==> src/rtl/rfd_pkg.sv <==
// Package: shared constants, types and a helper function for the record field decoder.
`timescale 1ns / 1ps
package rfd_pkg;

  localparam int MAX_FIELDS = 16;
  localparam int IDX_W      = $clog2(MAX_FIELDS);
  localparam int TC_W       = $clog2(MAX_FIELDS + 1);
  localparam int TYPE_W     = 18;
  localparam int LEN_W      = 17;

  // Parse phases of one cell
  typedef enum logic [2:0] {
    PH_SKIP1 = 3'd0,
    PH_SKIP2 = 3'd1,
    PH_HLEN  = 3'd2,
    PH_HDR   = 3'd3,
    PH_DATA  = 3'd4,
    PH_DONE  = 3'd5
  } phase_t;

  // Result kinds
  typedef enum logic [3:0] {
    K_NULL   = 4'd0,
    K_INT    = 4'd1,
    K_FLOAT  = 4'd2,
    K_BLOB   = 4'd3,
    K_TEXT   = 4'd4,
    K_EBLOB  = 4'd5,
    K_ETEXT  = 4'd6,
    K_RSVD   = 4'd7,
    K_ERR    = 4'd8
  } kind_t;

  // Controller to datapath
  typedef struct packed {
    logic step;   // process the accepted byte
    logic begin_f; // load byte count of the current field
    logic drain;  // emit the current bytes-free field
  } rfd_cmd_t;

  // Datapath to controller
  typedef struct packed {
    logic res_load;   // this step's transfer produced a result
    logic begin_pend; // current field needs its byte count loaded
    logic drain_pend; // current field has no data bytes
  } rfd_stat_t;

  // Number of data bytes for a serial type
  function automatic logic [LEN_W-1:0] data_len(input logic [TYPE_W-1:0] t);
    logic [TYPE_W-1:0] d;
    begin
      d = t - TYPE_W'(12);
      case (t)
        TYPE_W'(1): data_len = LEN_W'(1);
        TYPE_W'(2): data_len = LEN_W'(2);
        TYPE_W'(3): data_len = LEN_W'(3);
        TYPE_W'(4): data_len = LEN_W'(4);
        TYPE_W'(5): data_len = LEN_W'(6);
        TYPE_W'(6): data_len = LEN_W'(8);
        TYPE_W'(7): data_len = LEN_W'(8);
        default: begin
          if (t < TYPE_W'(12)) data_len = '0;
          else data_len = d[TYPE_W-1:1];
        end
      endcase
    end
  endfunction

endpackage

==> src/rtl/rfd_ctrl.sv <==
// Controller: sequences byte transfers, result transfers and bytes-free fields.
`timescale 1ns / 1ps
module rfd_ctrl
  import rfd_pkg::*;
(
  input  logic      clk,
  input  logic      rst_n,
  input  logic      in_valid,
  output logic      in_ready,
  output logic      out_valid,
  input  logic      out_ready,
  input  rfd_stat_t stat,
  output rfd_cmd_t  cmd
);

  typedef enum logic [2:0] {
    ST_IN  = 3'b001,
    ST_RES = 3'b010,
    ST_CHK = 3'b100
  } state_t;

  state_t state_r, state_nxt;

  assign in_ready  = (state_r == ST_IN);
  assign out_valid = (state_r == ST_RES);

  // next state and commands
  always_comb begin
    state_nxt   = state_r;
    cmd.step    = 1'b0;
    cmd.begin_f = 1'b0;
    cmd.drain   = 1'b0;
    case (state_r)
      ST_IN: begin
        if (in_valid) begin
          cmd.step = 1'b1;
          state_nxt = stat.res_load ? ST_RES : ST_CHK;
        end
      end
      ST_RES: begin
        if (out_ready) state_nxt = ST_CHK;
      end
      ST_CHK: begin
        if (stat.begin_pend) begin
          cmd.begin_f = 1'b1;
        end else if (stat.drain_pend) begin
          cmd.drain = 1'b1;
          state_nxt = ST_RES;
        end else begin
          state_nxt = ST_IN;
        end
      end
      default: state_nxt = ST_IN;
    endcase
  end

  always_ff @(posedge clk) begin
    if (!rst_n) state_r <= ST_IN;
    else state_r <= state_nxt;
  end

endmodule

==> src/rtl/rfd_datapath.sv <==
// Datapath: parse state, serial type store, value assembly and result register.
`timescale 1ns / 1ps
module rfd_datapath
  import rfd_pkg::*;
(
  input  logic               clk,
  input  logic               rst_n,
  input  rfd_cmd_t           cmd,
  output rfd_stat_t          stat,
  input  logic [7:0]         in_data_byte,
  input  logic               in_first_of_cell,
  output logic [5:0]         out_field_index,
  output logic [3:0]         out_kind,
  output logic signed [63:0] out_field_value,
  output logic               out_last_of_field,
  output logic               out_last_of_record
);

  phase_t             phase_r, phase_nxt;
  logic [3:0]         vcnt_r, vcnt_nxt;
  logic [7:0]         hlen_r, hlen_nxt;
  logic [7:0]         hread_r, hread_nxt;
  logic [TYPE_W-1:0]  vacc_r, vacc_nxt;
  logic               vbig_r, vbig_nxt;
  logic [TC_W-1:0]    tc_r, tc_nxt;
  logic [TC_W-1:0]    cf_r, cf_nxt;
  logic [LEN_W-1:0]   br_r, br_nxt;
  logic [63:0]        val_r, val_nxt;
  logic               bp_r, bp_nxt;
  logic [TYPE_W-1:0]  types_r [MAX_FIELDS];

  logic               wr_en;
  logic [TYPE_W-1:0]  wr_data;
  logic               res_en;
  logic [5:0]         res_idx;
  kind_t              res_kind;
  logic [63:0]        res_val;
  logic               res_lf, res_lr;
  logic [5:0]         fidx_r;
  logic [3:0]         kind_r;
  logic [63:0]        fval_r;
  logic               lf_r, lr_r;

  logic [TYPE_W-1:0]  ctype;
  logic [TYPE_W+7:0]  wide;
  logic               done_v;
  logic [LEN_W-1:0]   brn;
  logic [63:0]        acc;
  logic [63:0]        sx;
  logic               last_f;

  assign ctype  = (cf_r < TC_W'(MAX_FIELDS)) ? types_r[cf_r[IDX_W-1:0]] : '0;
  assign last_f = ({1'b0, cf_r} + 1'b1) >= {1'b0, tc_r};

  assign stat.begin_pend = bp_r;
  assign stat.drain_pend = (phase_r == PH_DATA) && (cf_r < tc_r) &&
                           (br_r == '0) && !bp_r;
  assign stat.res_load   = res_en;

  // sign extension of a finished big-endian integer
  always_comb begin
    acc = {val_r[55:0], in_data_byte};
    case (ctype)
      TYPE_W'(1): sx = {{56{acc[7]}}, acc[7:0]};
      TYPE_W'(2): sx = {{48{acc[15]}}, acc[15:0]};
      TYPE_W'(3): sx = {{40{acc[23]}}, acc[23:0]};
      TYPE_W'(4): sx = {{32{acc[31]}}, acc[31:0]};
      TYPE_W'(5): sx = {{16{acc[47]}}, acc[47:0]};
      default:    sx = acc;
    endcase
  end

  // next-state logic for step, field begin and drain
  always_comb begin
    phase_nxt = phase_r;
    vcnt_nxt  = vcnt_r;
    hlen_nxt  = hlen_r;
    hread_nxt = hread_r;
    vacc_nxt  = vacc_r;
    vbig_nxt  = vbig_r;
    tc_nxt    = tc_r;
    cf_nxt    = cf_r;
    br_nxt    = br_r;
    val_nxt   = val_r;
    bp_nxt    = bp_r;
    wr_en     = 1'b0;
    wr_data   = '0;
    res_en    = 1'b0;
    res_idx   = {{(6-TC_W){1'b0}}, cf_r};
    res_kind  = K_NULL;
    res_val   = '0;
    res_lf    = 1'b1;
    res_lr    = 1'b1;
    wide      = '0;
    done_v    = 1'b0;
    brn       = br_r - 1'b1;

    if (cmd.step) begin
      if (in_first_of_cell) begin
        phase_nxt = PH_SKIP1;
        vcnt_nxt  = '0;
        hlen_nxt  = '0;
        hread_nxt = '0;
        vacc_nxt  = '0;
        vbig_nxt  = 1'b0;
        tc_nxt    = '0;
        cf_nxt    = '0;
        br_nxt    = '0;
        val_nxt   = '0;
        bp_nxt    = 1'b0;
      end
      brn = br_nxt - 1'b1;
      case (phase_nxt)
        PH_SKIP1, PH_SKIP2: begin
          if (!in_data_byte[7] || vcnt_nxt >= 4'd8) begin
            vcnt_nxt  = '0;
            phase_nxt = (phase_nxt == PH_SKIP1) ? PH_SKIP2 : PH_HLEN;
          end else begin
            vcnt_nxt = vcnt_nxt + 1'b1;
          end
        end
        PH_HLEN: begin
          hlen_nxt  = in_data_byte;
          hread_nxt = 8'd1;
          tc_nxt    = '0;
          phase_nxt = (in_data_byte <= 8'd1) ? PH_DONE : PH_HDR;
        end
        PH_HDR: begin
          if (hread_nxt != 8'd255) hread_nxt = hread_nxt + 1'b1;
          if (vcnt_nxt < 4'd8) begin
            wide     = {1'b0, vacc_nxt, in_data_byte[6:0]};
            vcnt_nxt = vcnt_nxt + 1'b1;
            done_v   = !in_data_byte[7];
          end else begin
            wide   = {vacc_nxt, in_data_byte};
            done_v = 1'b1;
          end
          vbig_nxt = vbig_nxt | (|wide[TYPE_W+7:TYPE_W]);
          vacc_nxt = wide[TYPE_W-1:0];
          if (done_v) begin
            if (tc_nxt >= TC_W'(MAX_FIELDS) || vbig_nxt) begin
              res_en    = 1'b1;
              res_idx   = {{(6-TC_W){1'b0}}, tc_nxt};
              res_kind  = K_ERR;
              phase_nxt = PH_DONE;
            end else begin
              wr_en    = 1'b1;
              wr_data  = vacc_nxt;
              tc_nxt   = tc_nxt + 1'b1;
              vacc_nxt = '0;
              vbig_nxt = 1'b0;
              vcnt_nxt = '0;
              if (hread_nxt >= hlen_nxt) begin
                phase_nxt = PH_DATA;
                cf_nxt    = '0;
                bp_nxt    = 1'b1;
              end
            end
          end
        end
        PH_DATA: begin
          if (cf_r < tc_r && br_r != '0) begin
            br_nxt = brn;
            res_lr = (brn == '0) && last_f;
            res_lf = (brn == '0);
            if (ctype >= TYPE_W'(12)) begin
              res_en   = 1'b1;
              res_kind = ctype[0] ? K_TEXT : K_BLOB;
              res_val  = {56'd0, in_data_byte};
            end else begin
              val_nxt = acc;
              if (brn == '0) begin
                res_en   = 1'b1;
                res_kind = (ctype == TYPE_W'(7)) ? K_FLOAT : K_INT;
                res_val  = (ctype == TYPE_W'(7)) ? acc : sx;
              end
            end
            if (brn == '0) begin
              cf_nxt = cf_r + 1'b1;
              if (last_f) phase_nxt = PH_DONE;
              else bp_nxt = 1'b1;
            end
          end
        end
        default: ;
      endcase
    end else if (cmd.begin_f) begin
      bp_nxt  = 1'b0;
      val_nxt = '0;
      br_nxt  = (cf_r < tc_r) ? data_len(ctype) : '0;
    end else if (cmd.drain) begin
      res_en = 1'b1;
      res_lr = last_f;
      case (ctype)
        TYPE_W'(0): res_kind = K_NULL;
        TYPE_W'(8): res_kind = K_INT;
        TYPE_W'(9): begin
          res_kind = K_INT;
          res_val  = 64'd1;
        end
        TYPE_W'(10), TYPE_W'(11): res_kind = K_RSVD;
        default: res_kind = ctype[0] ? K_ETEXT : K_EBLOB;
      endcase
      cf_nxt = cf_r + 1'b1;
      if (last_f) phase_nxt = PH_DONE;
      else bp_nxt = 1'b1;
    end
  end

  // control registers
  always_ff @(posedge clk) begin
    if (!rst_n) begin
      phase_r <= PH_SKIP1;
      vcnt_r  <= '0;
      hlen_r  <= '0;
      hread_r <= '0;
      vacc_r  <= '0;
      vbig_r  <= 1'b0;
      tc_r    <= '0;
      cf_r    <= '0;
      br_r    <= '0;
      val_r   <= '0;
      bp_r    <= 1'b0;
    end else begin
      phase_r <= phase_nxt;
      vcnt_r  <= vcnt_nxt;
      hlen_r  <= hlen_nxt;
      hread_r <= hread_nxt;
      vacc_r  <= vacc_nxt;
      vbig_r  <= vbig_nxt;
      tc_r    <= tc_nxt;
      cf_r    <= cf_nxt;
      br_r    <= br_nxt;
      val_r   <= val_nxt;
      bp_r    <= bp_nxt;
    end
  end

  // serial type store and result register
  always_ff @(posedge clk) begin
    if (wr_en) types_r[tc_r[IDX_W-1:0]] <= wr_data;
    if (res_en) begin
      fidx_r <= res_idx;
      kind_r <= res_kind;
      fval_r <= res_val;
      lf_r   <= res_lf;
      lr_r   <= res_lr;
    end
  end

  assign out_field_index    = fidx_r;
  assign out_kind           = kind_r;
  assign out_field_value    = fval_r;
  assign out_last_of_field  = lf_r;
  assign out_last_of_record = lr_r;

endmodule

==> src/rtl/record_field_decoder.sv <==
// Top level: record field decoder, controller plus datapath.
//
// Takes a leaf table cell one byte per input transfer (in_data_byte, with
// in_first_of_cell set on the first byte of a cell) and produces one result
// per field, or one per blob/text byte, on the out_ channel.
// Both channels use valid/ready; a transfer happens when both are high.
// Each byte is accepted in the input state. A byte with no result goes straight
// to the check state; a byte that yields a result holds the result in the
// output register until the receiver takes it, then the check state follows.
// Every field has its length loaded in the check state once it becomes
// current; one without data bytes is then emitted into the output register
// and handed over like any other result.
// The header store is a 16-entry register array written once per type.
// in_ready is low while a result waits or fields without data are emitted,
// so a stalled receiver holds the input side as well.
// After reset the parser waits for the first byte of a cell; no clearing
// pass is needed.
`timescale 1ns / 1ps
module record_field_decoder
  import rfd_pkg::*;
(
  input  logic               clk,
  input  logic               rst_n,
  input  logic               in_valid,
  output logic               in_ready,
  input  logic [7:0]         in_data_byte,
  input  logic               in_first_of_cell,
  output logic               out_valid,
  input  logic               out_ready,
  output logic [5:0]         out_field_index,
  output logic [3:0]         out_kind,
  output logic signed [63:0] out_field_value,
  output logic               out_last_of_field,
  output logic               out_last_of_record
);

  rfd_cmd_t  cmd;
  rfd_stat_t stat;

  rfd_ctrl u_ctrl (
    .clk       (clk),
    .rst_n     (rst_n),
    .in_valid  (in_valid),
    .in_ready  (in_ready),
    .out_valid (out_valid),
    .out_ready (out_ready),
    .stat      (stat),
    .cmd       (cmd)
  );

  rfd_datapath u_dp (
    .clk                (clk),
    .rst_n              (rst_n),
    .cmd                (cmd),
    .stat               (stat),
    .in_data_byte       (in_data_byte),
    .in_first_of_cell   (in_first_of_cell),
    .out_field_index    (out_field_index),
    .out_kind           (out_kind),
    .out_field_value    (out_field_value),
    .out_last_of_field  (out_last_of_field),
    .out_last_of_record (out_last_of_record)
  );

endmodule

==> config.mk <==
export PLATFORM = sky130hd
export DESIGN_NAME = record_field_decoder
export DESIGN_NICKNAME = d
export VERILOG_FILES = /design/src/rtl/rfd_pkg.sv /design/src/rtl/rfd_ctrl.sv /design/src/rtl/rfd_datapath.sv /design/src/rtl/record_field_decoder.sv
export SDC_FILE = /design/constraint.sdc
export NUM_CORES = 1
export LEC_CHECK = 0
export BUFFER_PORTS_ARGS = -buffer_cell sky130_fd_sc_hd__buf_4
export CAP_MARGIN = 20
export CORE_UTILIZATION = 45
export CTS_CLUSTER_SIZE = 25
export DETAILED_ROUTE_END_ITERATION = 10
export HOLD_SLACK_MARGIN = 0.15
export PLACE_DENSITY = 0.63
export SYNTH_ARGS = -nofsm -noshare
export SYNTH_HDL_FRONTEND = slang
export SYNTH_SLANG_ARGS = --single-unit
==> constraint.sdc <==
create_clock -name clk -period 19.4 [get_ports clk]
set_input_delay 3.88 -clock clk [delete_from_list [all_inputs] [get_ports clk]]
set_output_delay 3.88 -clock clk [all_outputs]
set_load 0.03 [all_outputs]
==> impl_metrics.sql, run 1 <==
INSERT INTO impl_metrics (metric_group, metric, value, unit) VALUES
('worst_setup_path', 'worstSetupStartpointType', 'input pin', ''),
('synthesis', 'synth_fp_nets', '1656', ''),
('pwr', 'power.ir.vdd_worst', '71.3', 'uV'),
('die', 'dieArea', '0.0494', 'sq mm'),
('sta', 'setup_ws', '11970', 'ps'),
('clock_network', 'cts_tree', 'yes', ''),
('clock_network', 'post_cts_resize_count', '0', ''),
('synthesis', 'synth_xor_xnor_area_share', '0.00562', ''),
('detailed_routing', 'initialDrtViolationCount', '1412', ''),
('placed_design', 'hpwlAfterDp', '35700', 'um'),
('pwr', 'power.switching', '0.539', 'mW'),
('worst_setup_path', 'cp-end-kind', 'register', ''),
('run', 'cap_violations', '0', ''),
('pwr', 'netSwitchingFraction', '0.233', ''),
('layout', 'num_antenna_cells', '0', ''),
('clock_network', 'cts.path.max_buffers', '3', ''),
('hold_path', 'worst_hold_startpoint', 'u_dp.val_r[50]', ''),
('worst_setup_path', 'critical_path.startpoint', 'in_first_of_cell', ''),
('synthesis', 'ys_ff_latch', '496', ''),
('run_status', 'status', 'complete, no violations', ''),
('detailed_routing', 'drcViolationCount', '0', ''),
('clock_network', 'cts_htree_levels', '2', ''),
('synthesis', 'synthMostInstantiatedCell', 'sky130_fd_sc_hd__edfxtp_1', ''),
('grt', 'grt_remaining_overflow', '0', ''),
('clock_network', 'tritoncts_num_sinks', '496', ''),
('synthesis', 'synth_compound_area_frac', '0.132', ''),
('synthesis', 'yosysSeqAreaShare', '0.622', ''),
('placed_design', 'placement.setup.worst_slack', '11490', 'ps'),
('worst_setup_path', 'setup.worst_path.class', 'in2reg', ''),
('die', 'floorplan.core_area', '0.0477', 'sq mm'),
('sta', 'timing.final.setup_violations', '0', ''),
('clock_network', 'post_cts_buffers', '0', ''),
('layout', 'final.fill_count', '3958', ''),
('detailed_routing', 'dr.pass1.iters', '6', ''),
('hold_path', 'hp-class', 'reg2reg', ''),
('sta', 'report.final.hold_viol_count', '0', ''),
('synthesis', 'synthesis.instances', '1614', ''),
('grt', 'initial_antenna_violation_count', '5', ''),
('layout', 'final_nets', '1738', ''),
('layout', 'post_route_cells_drive_above_1_share', '0.191', ''),
('synthesis', 'synth_top_cell_by_area', 'sky130_fd_sc_hd__edfxtp_1', ''),
('worst_setup_path', 'worst-endpoint-arrival', '7950', 'ps'),
('synthesis', 'ys_top_cells_by_area', 'sky130_fd_sc_hd__edfxtp_1, sky130_fd_sc_hd__dfxtp_1, sky130_fd_sc_hd__mux4_2, sky130_fd_sc_hd__a22o_1, sky130_fd_sc_hd__nor2_1', ''),
('die', 'std_cell_rows', '80', ''),
('die', 'die_height', '222', 'um'),
('layout', 'multi_input_area', '0.00784', 'sq mm'),
('layout', 'seq_area', '0.0136', 'sq mm'),
('hold_path', 'hold-path-endpoint', 'u_dp.val_r[50]', ''),
('clock_network', 'clk_pin_slew_worst_paths', '70', 'ps'),
('worst_setup_path', 'cp.required', '19920', 'ps'),
('grt', 'first_global_vias', '14016', ''),
('worst_setup_path', 'timing.rr.end', 'u_dp.out_field_value[56]', ''),
('detailed_routing', 'via_count_of_the_routed_design', '14381', ''),
('sta', 'fmaxAchievable', '135', 'MHz'),
('synthesis', 'synth-edff-count', '363', ''),
('synthesis', 'syn-cell-area', '0.0218', 'sq mm'),
('detailed_routing', 'drt.antenna.violating_nets', '0', ''),
('sta', 'final-max-slew-violation-count', '0', ''),
('synthesis', 'synth_simple_gate_area_share', '0.101', ''),
('synthesis', 'synth_cell_types', '84', ''),
('detailed_routing', 'vias_per_cell', '6.11', ''),
('placed_design', 'numPortBuffers', '89', ''),
('synthesis', 'synthAdderAreaFrac', '0.0166', ''),
('pwr', 'seqPwrFrac', '0.503', ''),
('clock_network', 'postCtsHoldBufs', '0', ''),
('worst_setup_path', 'r2r_setup_slk', '14010', 'ps'),
('pwr', 'share_clk_of_total_power', '0.428', ''),
('placed_design', 'gp_routability_congestion', '0.912', ''),
('die', 'initial_core_util', '0.457', ''),
('sta', 'fin_setup_tns', '0', 'ps'),
('synthesis', 'synthesis.area_per_instance', '13.5', 'sq um');
## worst max path at each step
| stage | depth (start not counted) | endpoint | slack [ps] |
|---|---|---|---|
| finish | 17 | register | 11970 |
| global route | 17 | register | 11640 |
| CTS | 17 | register | 12120 |
| detailed placement | 17 | register | 11490 |
| global placement | 17 | register | 11540 |
| floorplan | 12 | u_dp.out_field_index[0] | 9320 |
## worst max-delay path: stages
cell                      delay [ps]
sky130_fd_sc_hd__buf_4           310
sky130_fd_sc_hd__nor2b_1         290
sky130_fd_sc_hd__ha_1            280
sky130_fd_sc_hd__nand2_1         140
sky130_fd_sc_hd__nor4_1          580
sky130_fd_sc_hd__nor2_1          170
sky130_fd_sc_hd__nand3_1         140
sky130_fd_sc_hd__xor2_1          150
sky130_fd_sc_hd__nor2_1           70
sky130_fd_sc_hd__ha_1            350
sky130_fd_sc_hd__and3_1          180
sky130_fd_sc_hd__a21oi_1         120
sky130_fd_sc_hd__o21ai_0         120
sky130_fd_sc_hd__o41a_1          450
sky130_fd_sc_hd__a22oi_1         290
sky130_fd_sc_hd__o21ai_0         170
sky130_fd_sc_hd__a31oi_1         270
## logic make-up after synthesis
| kind of cell | Yosys count |
|---|---|
| buffers and inverters | 120 |
| other | 1 |
| adders and majority gates | 29 |
| muxes | 122 |
| xor gates and xnor gates | 14 |
| AOI/OAI and AO/OA | 393 |
| DFF | 496 |
| and+or+nand+nor | 439 |
## flip-flops by register name (all words and copies together), names as in the netlist, 5 cells and up, named ones only
name / flops
u_dp.br_r: 17
u_dp.cf_r: 5
u_dp.hlen_r: 8
u_dp.hread_r: 8
u_dp.out_field_index: 5
u_dp.out_field_value: 64
u_dp.tc_r: 5
u_dp.types_r: 288
u_dp.vacc_r: 18
u_dp.val_r: 56
## through the flow
stage	util	instance area, sq um	cells	hold slack, ps	total power [mW]
2_1_floorplan	-	21800	1614	450	1.28
3_3_place_gp	0.486	23200	2256	464	1.34
3_5_place_dp	0.486	23200	2257	470	1.34
4_1_cts	0.521	24900	2351	485	2.33
5_1_grt	0.522	24900	2353	495	2.38
6_report	0.522	24900	2353	484	2.31
## cell usage in the layout, fill, tap and decap left out, types with 41 or more instances in the layout
master                        n
sky130_fd_sc_hd__edfxtp_1   363
sky130_fd_sc_hd__dfxtp_1    130
sky130_fd_sc_hd__buf_4      124
sky130_fd_sc_hd__nor2_1     121
sky130_fd_sc_hd__nand2_1     91
sky130_fd_sc_hd__mux4_2      75
sky130_fd_sc_hd__a22o_1      71
sky130_fd_sc_hd__a21oi_1     55
sky130_fd_sc_hd__a21o_1      53
sky130_fd_sc_hd__clkbuf_16   50
sky130_fd_sc_hd__o21ai_0     49
sky130_fd_sc_hd__nand3_1     44
sky130_fd_sc_hd__a22oi_1     44
sky130_fd_sc_hd__mux2i_1     41
## layout make-up
type / instances / area share
clock buffer: 68 / 0.0550
sequential: 496 / 0.545
multi-input combinational: 998 / 0.315
timing repair buffer: 125 / 0.0376
clock inverter: 26 / 0.0133
inverter: 25 / 0.00377
tap: 615 / 0.0309
## power by group through the flow
stage / Sequential, mW / Clock, mW / Combinational (mW)
after CTS: 1.16 / 1.01 / 0.158
after floorplan: 1.21 / 0 / 0.0734
final: 1.16 / 0.990 / 0.159
after global placement: 1.19 / 0 / 0.156
after global routing: 1.16 / 1.04 / 0.169
after detailed placement: 1.19 / 0 / 0.157
## per-layer routing
metal / vias to the layer above / wire length (um) / GRT usage
li1: 6504 / - / -
met1: 7211 / 24500 / 0.316
met2: 555 / 26600 / 0.366
met3: 111 / 3620 / 0.0361
met4: 0 / 1900 / 0.0961
met5: - / 0 / 0
Note: power is estimated with default switching activity, not from simulation.
==> run 2: changes to the inputs <==
--- a/config.mk
+++ b/config.mk
@@ -5,6 +5,7 @@
 export SDC_FILE = /design/constraint.sdc
 export NUM_CORES = 1
 export LEC_CHECK = 0
+export ABC_AREA = 1
 export BUFFER_PORTS_ARGS = -buffer_cell sky130_fd_sc_hd__buf_4
 export CAP_MARGIN = 20
 export CORE_UTILIZATION = 45
==> constraint.sdc (replaced) <==
create_clock -name clk -period 7.7 [get_ports clk]
set_input_delay 1.54 -clock clk [delete_from_list [all_inputs] [get_ports clk]]
set_output_delay 1.54 -clock clk [all_outputs]
set_load 0.03 [all_outputs]
==> run 2 against run 1 <==
Compared with the run above:
- largest cell class unchanged
- first-iteration DRC count rose by 48%
- setup slack worse by 9600 ps
- register-to-register slack got worse by 11000 ps
==> impl_metrics.sql, run 2 <==
INSERT INTO impl_metrics (metric_group, metric, value, unit) VALUES
('sta', 'fin_setup_tns', '0', 'ps'),
('synthesis', 'ys_ff_latch', '496', ''),
('layout', 'commonest_cells_after_routing_fill_and_taps_aside', 'sky130_fd_sc_hd__nand2_1, sky130_fd_sc_hd__edfxtp_1, sky130_fd_sc_hd__nor2_1', ''),
('grt', 'grt_first_pass_wirelength', '112000', 'um'),
('synthesis', 'synth_simple_gate_area_share', '0.243', ''),
('die', 'dieArea', '0.0582', 'sq mm'),
('pwr', 'power.ir.vdd_worst', '169', 'uV'),
('grt', 'use_met2', '0.392', ''),
('hold_path', 'hp-class', 'reg2reg', ''),
('clock_network', 'cts.path.max_buffers', '3', ''),
('detailed_routing', 'via_count_of_the_routed_design', '21564', ''),
('sta', 'whs', '464', 'ps'),
('clock_network', 'cts_tree', 'yes', ''),
('worst_setup_path', 'path_max_fanout', '41', ''),
('worst_setup_path', 'timing.critical_path.cells', 'buf_4 > inv_2 > buf_4 > nand2_1 > ha_1 > inv_1 > nor2_2 > nand2_1 > nor2_2 > nand2_1 > xor2_1 > nand3_2 > inv_1 > nand3_2 > buf_4 > a21oi_1', ''),
('worst_setup_path', 'cp.required', '8160', 'ps'),
('synthesis', 'synthMostInstantiatedCell', 'sky130_fd_sc_hd__nand2_1', ''),
('grt', 'top_usage_layer', 'met2', ''),
('sta', 'worst_pin_slew', '1110', 'ps'),
('grt', 'first_global_vias', '19732', ''),
('placed_design', 'gp_routability_congestion', '0.933', ''),
('layout', 'layout.cells.most_common', 'sky130_fd_sc_hd__nand2_1', ''),
('worst_setup_path', 'cp-end-kind', 'register', ''),
('layout', 'final_nets', '3135', ''),
('die', 'initial_core_util', '0.456', ''),
('grt', 'grt.met3_usage', '0.0362', ''),
('clock_network', 'numCtsBuffers', '54', ''),
('sta', 'report.final.hold_viol_count', '0', ''),
('synthesis', 'synthesis.area_per_instance', '8.38', 'sq um'),
('clock_network', 'tritoncts_num_sinks', '496', ''),
('layout', 'layout.cells.non_filler', '3895', ''),
('synthesis', 'synth_compound_area_frac', '0.125', ''),
('synthesis', 'yosysSeqAreaShare', '0.526', ''),
('detailed_routing', 'vias_per_cell', '5.54', ''),
('placed_design', 'dp_cells', '3792', ''),
('sta', 'period_utilisation_layout', '0.690', ''),
('detailed_routing', 'drt.antenna.violating_nets', '0', ''),
('clock_network', 'cts.root.buffer_cell', 'sky130_fd_sc_hd__clkbuf_16', ''),
('synthesis', 'synthAdderAreaFrac', '0.0141', ''),
('clock_network', 'post_cts_resize_count', '0', ''),
('die', 'std_cell_rows', '87', ''),
('layout', 'post_route_cells_drive_above_1_share', '0.102', ''),
('clock_network', 'cts_htree_levels', '2', ''),
('detailed_routing', 'drcViolationCount', '0', ''),
('clock_network', 'insertion_delay', '620', 'ps'),
('layout', 'final.fill_count', '5271', ''),
('worst_setup_path', 'r2r_setup_slk', '2730', 'ps'),
('die', 'die_width', '241', 'um'),
('sta', 'final.min_clock_period', '5310', 'ps'),
('synthesis', 'syn-cell-area', '0.0258', 'sq mm'),
('synthesis', 'ys_top_cells_by_area', 'sky130_fd_sc_hd__edfxtp_1, sky130_fd_sc_hd__nand2_1, sky130_fd_sc_hd__dfxtp_1, sky130_fd_sc_hd__nand3_1, sky130_fd_sc_hd__a21oi_1', ''),
('sta', 'final-max-slew-violation-count', '0', ''),
('detailed_routing', 'avgRoutedWirePerCell', '18.6', 'um'),
('clock_network', 'post_cts_buffers', '0', ''),
('worst_setup_path', 'rr_worst_depth', '20', ''),
('hold_path', 'worst_hold_path.num_cells', '2', ''),
('die', 'io_pins', '91', ''),
('sta', 'setup_repair_after_global_routing_missed_its_margin', 'no', ''),
('synthesis', 'synth-edff-count', '363', ''),
('detailed_routing', 'postRouteWirelength', '72300', 'um'),
('synthesis', 'yosys-mux-area-fraction', '0', ''),
('worst_setup_path', 'timing.rr.end', 'u_dp.out_field_value[55]', ''),
('die', 'die_height', '241', 'um'),
('run_status', 'status', 'complete, no violations', ''),
('clock_network', 'clk_pin_slew_worst_paths', '60', 'ps'),
('grt', 'grt_remaining_overflow', '0', ''),
('grt', 'initial_antenna_violation_count', '0', ''),
('synthesis', 'synthesis.instances', '3077', ''),
('worst_setup_path', 'worstSetupStartpointType', 'input pin', ''),
('synthesis', 'main_combinational_cell_family_by_area_after_synthesis', 'simple AND/OR/NAND/NOR gates', ''),
('die', 'floorplan.core_area', '0.0565', 'sq mm'),
('synthesis', 'synth_xor_xnor_area_share', '0.0105', ''),
('detailed_routing', 'dr.pass1.iters', '7', ''),
('synthesis', 'top_reg_cell_synth', 'sky130_fd_sc_hd__edfxtp_1', ''),
('sta', 'max_slew_margin', '0.254', ''),
('layout', 'num_antenna_cells', '0', ''),
('worst_setup_path', 'worst-endpoint-arrival', '5770', 'ps'),
('synthesis', 'synth_cell_types', '56', ''),
('synthesis', 'synth_top_cells_by_count', 'sky130_fd_sc_hd__nand2_1, sky130_fd_sc_hd__edfxtp_1, sky130_fd_sc_hd__nor2_1', ''),
('grt', 'grt_start_max_net_pins', '76', ''),
('synthesis', 'synthesis.yosys.warnings', '0', ''),
('sta', 'fin_worst_skew', '18.8', 'ps'),
('hold_path', 'hold-path-endpoint', 'u_dp.vacc_r[8]', ''),
('grt', 'groute.usage.overall', '0.248', ''),
('sta', 'timing.final.setup_violations', '0', ''),
('placed_design', 'numPortBuffers', '89', ''),
('hold_path', 'worst_hold_startpoint', 'u_dp.vacc_r[8]', ''),
('worst_setup_path', 'slowest_stage_cell_crit_path', 'sky130_fd_sc_hd__nand3_2', ''),
('layout', 'largest_register_ffs', '288', ''),
('synthesis', 'async_reset_ff_frac', '0', ''),
('pwr', 'static-leakage-power', '10.7', 'nW'),
('detailed_routing', 'initialDrtViolationCount', '2094', ''),
('synthesis', 'synth_top_cell_by_area', 'sky130_fd_sc_hd__edfxtp_1', ''),
('worst_setup_path', 'setup.worst_path.class', 'in2reg', ''),
('synthesis', 'yosys.area.top_type_share', '0.423', ''),
('worst_setup_path', 'cp_slowest_stage_delay', '610', 'ps'),
('run', 'cap_violations', '0', ''),
('pwr', 'pwr_density_cell', '301', 'mW/mm^2'),
('sta', 'fmaxAchievable', '188', 'MHz'),
('grt', 'grt_use_met1', '0.353', ''),
('clock_network', 'postCtsHoldBufs', '0', ''),
('layout', 'area_growth', '11.3', '%'),
('synthesis', 'synth_fp_nets', '3119', ''),
('placed_design', 'hpwlAfterDp', '47500', 'um');
[run 2: how the worst max path moves through the flow]
stage	cells after the start	slack (ps)	from	to
5_1_grt	16	1980	in_first_of_cell	u_dp.out_field_value[62]
3_3_place_gp	18	1950	in_first_of_cell	u_dp.out_field_value[55]
3_5_place_dp	18	1820	in_first_of_cell	u_dp.out_field_value[63]
2_1_floorplan	17	2300	in_first_of_cell	u_dp.out_field_index[0]
4_1_cts	18	2480	in_first_of_cell	u_dp.out_field_value[62]
6_report	16	2390	in_first_of_cell	u_dp.out_field_value[50]
[run 2: stage by stage]
step	instance area [sq um]	worst slack (ps)	utilization	power [mW]
after floorplan	25800	2300	-	5.29
after global placement	26900	1950	0.476	6.04
after detailed placement	26900	1820	0.476	6.07
after CTS	28700	2480	0.507	8.67
after global routing	28700	1980	0.508	9.12
final	28700	2390	0.508	8.64
[run 2: report_power, final]
group / internal (mW) / leakage [nW] / switching [mW] / total, mW
Clock: 1.50 / 0.872 / 1.10 / 2.61
Combinational: 0.793 / 6.07 / 2.02 / 2.81
Sequential: 3.08 / 3.79 / 0.145 / 3.23
Total: 5.38 / 10.7 / 3.26 / 8.64
[run 2: cells by family after synthesis]
logic type | Yosys count
compound gates | 576
xor+xnor | 31
fa+ha+maj | 29
buf+inv | 471
flops | 496
other cells | 1
simple gates | 1473
[run 2: worst max-delay path: cells and delay by family]
kind	cells	cell delay, ps
buf+inv	6	1850
compound gates	1	140
fa+ha+maj	1	200
xor+xnor	1	310
simple gates	7	1660
[run 2: final cells by class]
type | count | area, sq um | share of cell area
flip-flops and latches | 496 | 13600 | 0.473
repair buffers | 143 | 1100 | 0.0383
clock buffers | 68 | 1450 | 0.0504
well taps | 756 | 946 | 0.0330
inverters | 288 | 1090 | 0.0379
multi-input cells | 2110 | 10200 | 0.355
clock inverters | 34 | 342 | 0.0119
[run 2: layer usage]
| layer | vias up | share of wire |
|---|---|---|
| li1 | 10422 | - |
| met1 | 10219 | 0.45 |
| met2 | 814 | 0.46 |
| met3 | 109 | 0.068 |
| met4 | 0 | 0.023 |
| met5 | - | 0 |
==> run 3: changes to the inputs <==
--- a/config.mk
+++ b/config.mk
@@ -5,14 +5,14 @@
 export SDC_FILE = /design/constraint.sdc
 export NUM_CORES = 1
 export LEC_CHECK = 0
-export ABC_AREA = 1
+export ABC_AREA = 0
 export BUFFER_PORTS_ARGS = -buffer_cell sky130_fd_sc_hd__buf_4
 export CAP_MARGIN = 20
 export CORE_UTILIZATION = 45
 export CTS_CLUSTER_SIZE = 25
 export DETAILED_ROUTE_END_ITERATION = 10
 export HOLD_SLACK_MARGIN = 0.15
-export PLACE_DENSITY = 0.63
+export PLACE_DENSITY = 0.66
 export SYNTH_ARGS = -nofsm -noshare
 export SYNTH_HDL_FRONTEND = slang
 export SYNTH_SLANG_ARGS = --single-unit
==> constraint.sdc (replaced) <==
create_clock -name clk -period 4.88 [get_ports clk]
set_input_delay 0.976 -clock clk [delete_from_list [all_inputs] [get_ports clk]]
set_output_delay 0.976 -clock clk [all_outputs]
set_load 0.03 [all_outputs]
==> run 3 against run 2 <==
Compared with the run above:
- flip-flop and latch count unchanged
- register-to-register slack got worse by 2200 ps
- non-clock buffer count increased by 24
- first-iteration DRC count decreased by 24%
- setup slack got worse by 1900 ps
==> impl_metrics.sql, run 3 (synthesized netlist as in run 1, its figures left out) <==
INSERT INTO impl_metrics (metric_group, metric, value, unit) VALUES
('detailed_routing', 'drcViolationCount', '0', ''),
('detailed_routing', 'dr.pass1.iters', '5', ''),
('die', 'io_pins', '91', ''),
('die', 'floorplan.core_area', '0.0477', 'sq mm'),
('layout', 'commonest_cells_after_routing_fill_and_taps_aside', 'sky130_fd_sc_hd__edfxtp_1, sky130_fd_sc_hd__buf_4, sky130_fd_sc_hd__dfxtp_1', ''),
('grt', 'top_usage_layer', 'met2', ''),
('layout', 'final.fill_count', '3933', ''),
('pwr', 'static-leakage-power', '9.40', 'nW'),
('pwr', 'combinationalPowerShare', '0.070', ''),
('pwr', 'power.switching', '2.12', 'mW'),
('layout', 'post_route_cells_drive_above_1_share', '0.213', ''),
('clock_network', 'cts_tree', 'yes', ''),
('pwr', 'power.internal', '6.99', 'mW'),
('die', 'dieArea', '0.0494', 'sq mm'),
('grt', 'initial_antenna_violation_count', '0', ''),
('worst_setup_path', 'setup.worst_path.class', 'reg2reg', ''),
('placed_design', 'gp_routability_congestion', '0.910', ''),
('sta', 'fmaxAchievable', '230', 'MHz'),
('die', 'std_cell_rows', '80', ''),
('layout', 'largest_register_ffs', '288', ''),
('sta', 'report.final.hold_viol_count', '0', ''),
('grt', 'first_global_vias', '14323', ''),
('hold_path', 'hp-class', 'reg2reg', ''),
('detailed_routing', 'via_count_of_the_routed_design', '14555', ''),
('grt', 'grt_first_pass_wirelength', '86900', 'um'),
('layout', 'multi_input_area', '0.00783', 'sq mm'),
('pwr', 'power.ir.vdd_worst', '242', 'uV'),
('detailed_routing', 'initialDrtViolationCount', '1590', ''),
('layout', 'final_nets', '1781', ''),
('placed_design', 'hpwlAfterDp', '36000', 'um'),
('pwr', 'seqPwrFrac', '0.506', ''),
('sta', 'fin_worst_skew', '25.4', 'ps'),
('sta', 'final-max-slew-violation-count', '0', ''),
('detailed_routing', 'postRouteWirelength', '56500', 'um'),
('worst_setup_path', 'worst-endpoint-arrival', '4830', 'ps'),
('worst_setup_path', 'path_max_fanout', '56', ''),
('clock_network', 'numCtsBuffers', '51', ''),
('sta', 'setup_repair_after_global_routing_missed_its_margin', 'no', ''),
('sta', 'fin_setup_tns', '0', 'ps'),
('pwr', 'share_clk_of_total_power', '0.423', ''),
('sta', 'worst_pin_slew', '926', 'ps'),
('clock_network', 'tritoncts_num_sinks', '496', ''),
('clock_network', 'post_cts_resize_count', '0', ''),
('layout', 'seq_area', '0.0136', 'sq mm'),
('worst_setup_path', 'cp-end-kind', 'register', ''),
('pwr', 'pwr_density_cell', '361', 'mW/mm^2'),
('clock_network', 'clk_pin_slew_worst_paths', '60', 'ps'),
('worst_setup_path', 'worstSetupStartpointType', 'register', ''),
('pwr', 'netSwitchingFraction', '0.233', ''),
('placed_design', 'placement.setup.worst_slack', '463', 'ps'),
('run_status', 'status', 'complete, no violations', ''),
('sta', 'max_slew_margin', '0.382', ''),
('detailed_routing', 'vias_per_cell', '6.08', ''),
('clock_network', 'postCtsHoldBufs', '0', ''),
('worst_setup_path', 'cp.required', '5370', 'ps'),
('sta', 'setup_ws', '535', 'ps'),
('die', 'initial_core_util', '0.457', ''),
('detailed_routing', 'avgRoutedWirePerCell', '23.6', 'um'),
('clock_network', 'cts.path.max_buffers', '3', ''),
('grt', 'use_met2', '0.366', ''),
('detailed_routing', 'drt.antenna.violating_nets', '0', ''),
('worst_setup_path', 'rr_worst_depth', '13', ''),
('die', 'die_height', '222', 'um'),
('grt', 'grt_use_met1', '0.318', ''),
('clock_network', 'insertion_delay', '600', 'ps'),
('clock_network', 'cts.root.buffer_cell', 'sky130_fd_sc_hd__clkbuf_16', ''),
('sta', 'timing.final.setup_violations', '0', ''),
('hold_path', 'worst_hold_path.num_cells', '1', ''),
('grt', 'grt_remaining_overflow', '0', ''),
('layout', 'area_growth', '15.7', '%'),
('clock_network', 'cts_htree_levels', '2', ''),
('run', 'cap_violations', '0', ''),
('grt', 'grt.met3_usage', '0.0385', ''),
('layout', 'layout.cells.most_common', 'sky130_fd_sc_hd__edfxtp_1', ''),
('clock_network', 'post_cts_buffers', '0', ''),
('die', 'die_width', '222', 'um'),
('sta', 'final.min_clock_period', '4340', 'ps'),
('grt', 'grt_start_max_net_pins', '57', ''),
('pwr', 'total_power', '9.11', 'mW'),
('sta', 'period_utilisation_layout', '0.890', ''),
('placed_design', 'numPortBuffers', '89', ''),
('grt', 'groute.usage.overall', '0.230', '');
[run 3: final cells by class]
type / instances / share of cell area
antenna: 1 / 0.0000992
clock buffer: 62 / 0.0547
clock inverter: 30 / 0.0112
tap: 615 / 0.0305
multi-input combinational: 998 / 0.310
inverter: 25 / 0.00372
sequential: 496 / 0.538
timing repair buffer: 167 / 0.0517
[run 3: layer usage]
metal | wire [um] | share of wire
met4 | 1610 | 0.029
met1 | 24400 | 0.43
met5 | 0 | 0
met3 | 3700 | 0.066
met2 | 26800 | 0.47
[run 3: path summary, 6_finish.rpt]
| path | slack [ps] | start | end |
|---|---|---|---|
| worst max-delay path | 540 | register | u_dp.val_r[33] |
| worst max register to register | 540 | register | u_dp.val_r[33] |
| worst min register to register | 490 | u_dp.val_r[55] | u_dp.val_r[55] |
| worst min-delay path | 490 | u_dp.val_r[55] | u_dp.val_r[55] |
[run 3: critical path, stage by stage (launching register included)]
cell and delay (ps):
sky130_fd_sc_hd__dfxtp_2 810, sky130_fd_sc_hd__mux4_2 580, sky130_fd_sc_hd__nand2_1 80, sky130_fd_sc_hd__nand2_1 80, sky130_fd_sc_hd__nor2_1 100, sky130_fd_sc_hd__a211o_1 180, sky130_fd_sc_hd__inv_1 80, sky130_fd_sc_hd__ha_1 270
sky130_fd_sc_hd__or3_1 440, sky130_fd_sc_hd__o41a_1 480, sky130_fd_sc_hd__o21ai_0 370, sky130_fd_sc_hd__a21oi_4 90, sky130_fd_sc_hd__buf_4 310, sky130_fd_sc_hd__a22o_1 300
[run 3: power groups by stage]
stage | Clock, mW | Combinational, mW | Sequential [mW]
detailed placement | 0 | 0.637 | 4.70
floorplan | 0 | 0.293 | 4.80
global placement | 0 | 0.632 | 4.70
CTS | 3.94 | 0.639 | 4.61
finish | 3.86 | 0.642 | 4.61
global route | 4.08 | 0.686 | 4.62
[run 3: stage by stage]
| step | cells | hold slack, ps | util | area, sq um |
|---|---|---|---|---|
| 2_1_floorplan | 1614 | 450 | - | 21800 |
| 3_3_place_gp | 2301 | 464 | 0.494 | 23600 |
| 3_5_place_dp | 2301 | 473 | 0.494 | 23600 |
| 4_1_cts | 2393 | 490 | 0.529 | 25200 |
| 5_1_grt | 2393 | 504 | 0.529 | 25200 |
| 6_report | 2394 | 487 | 0.529 | 25200 |
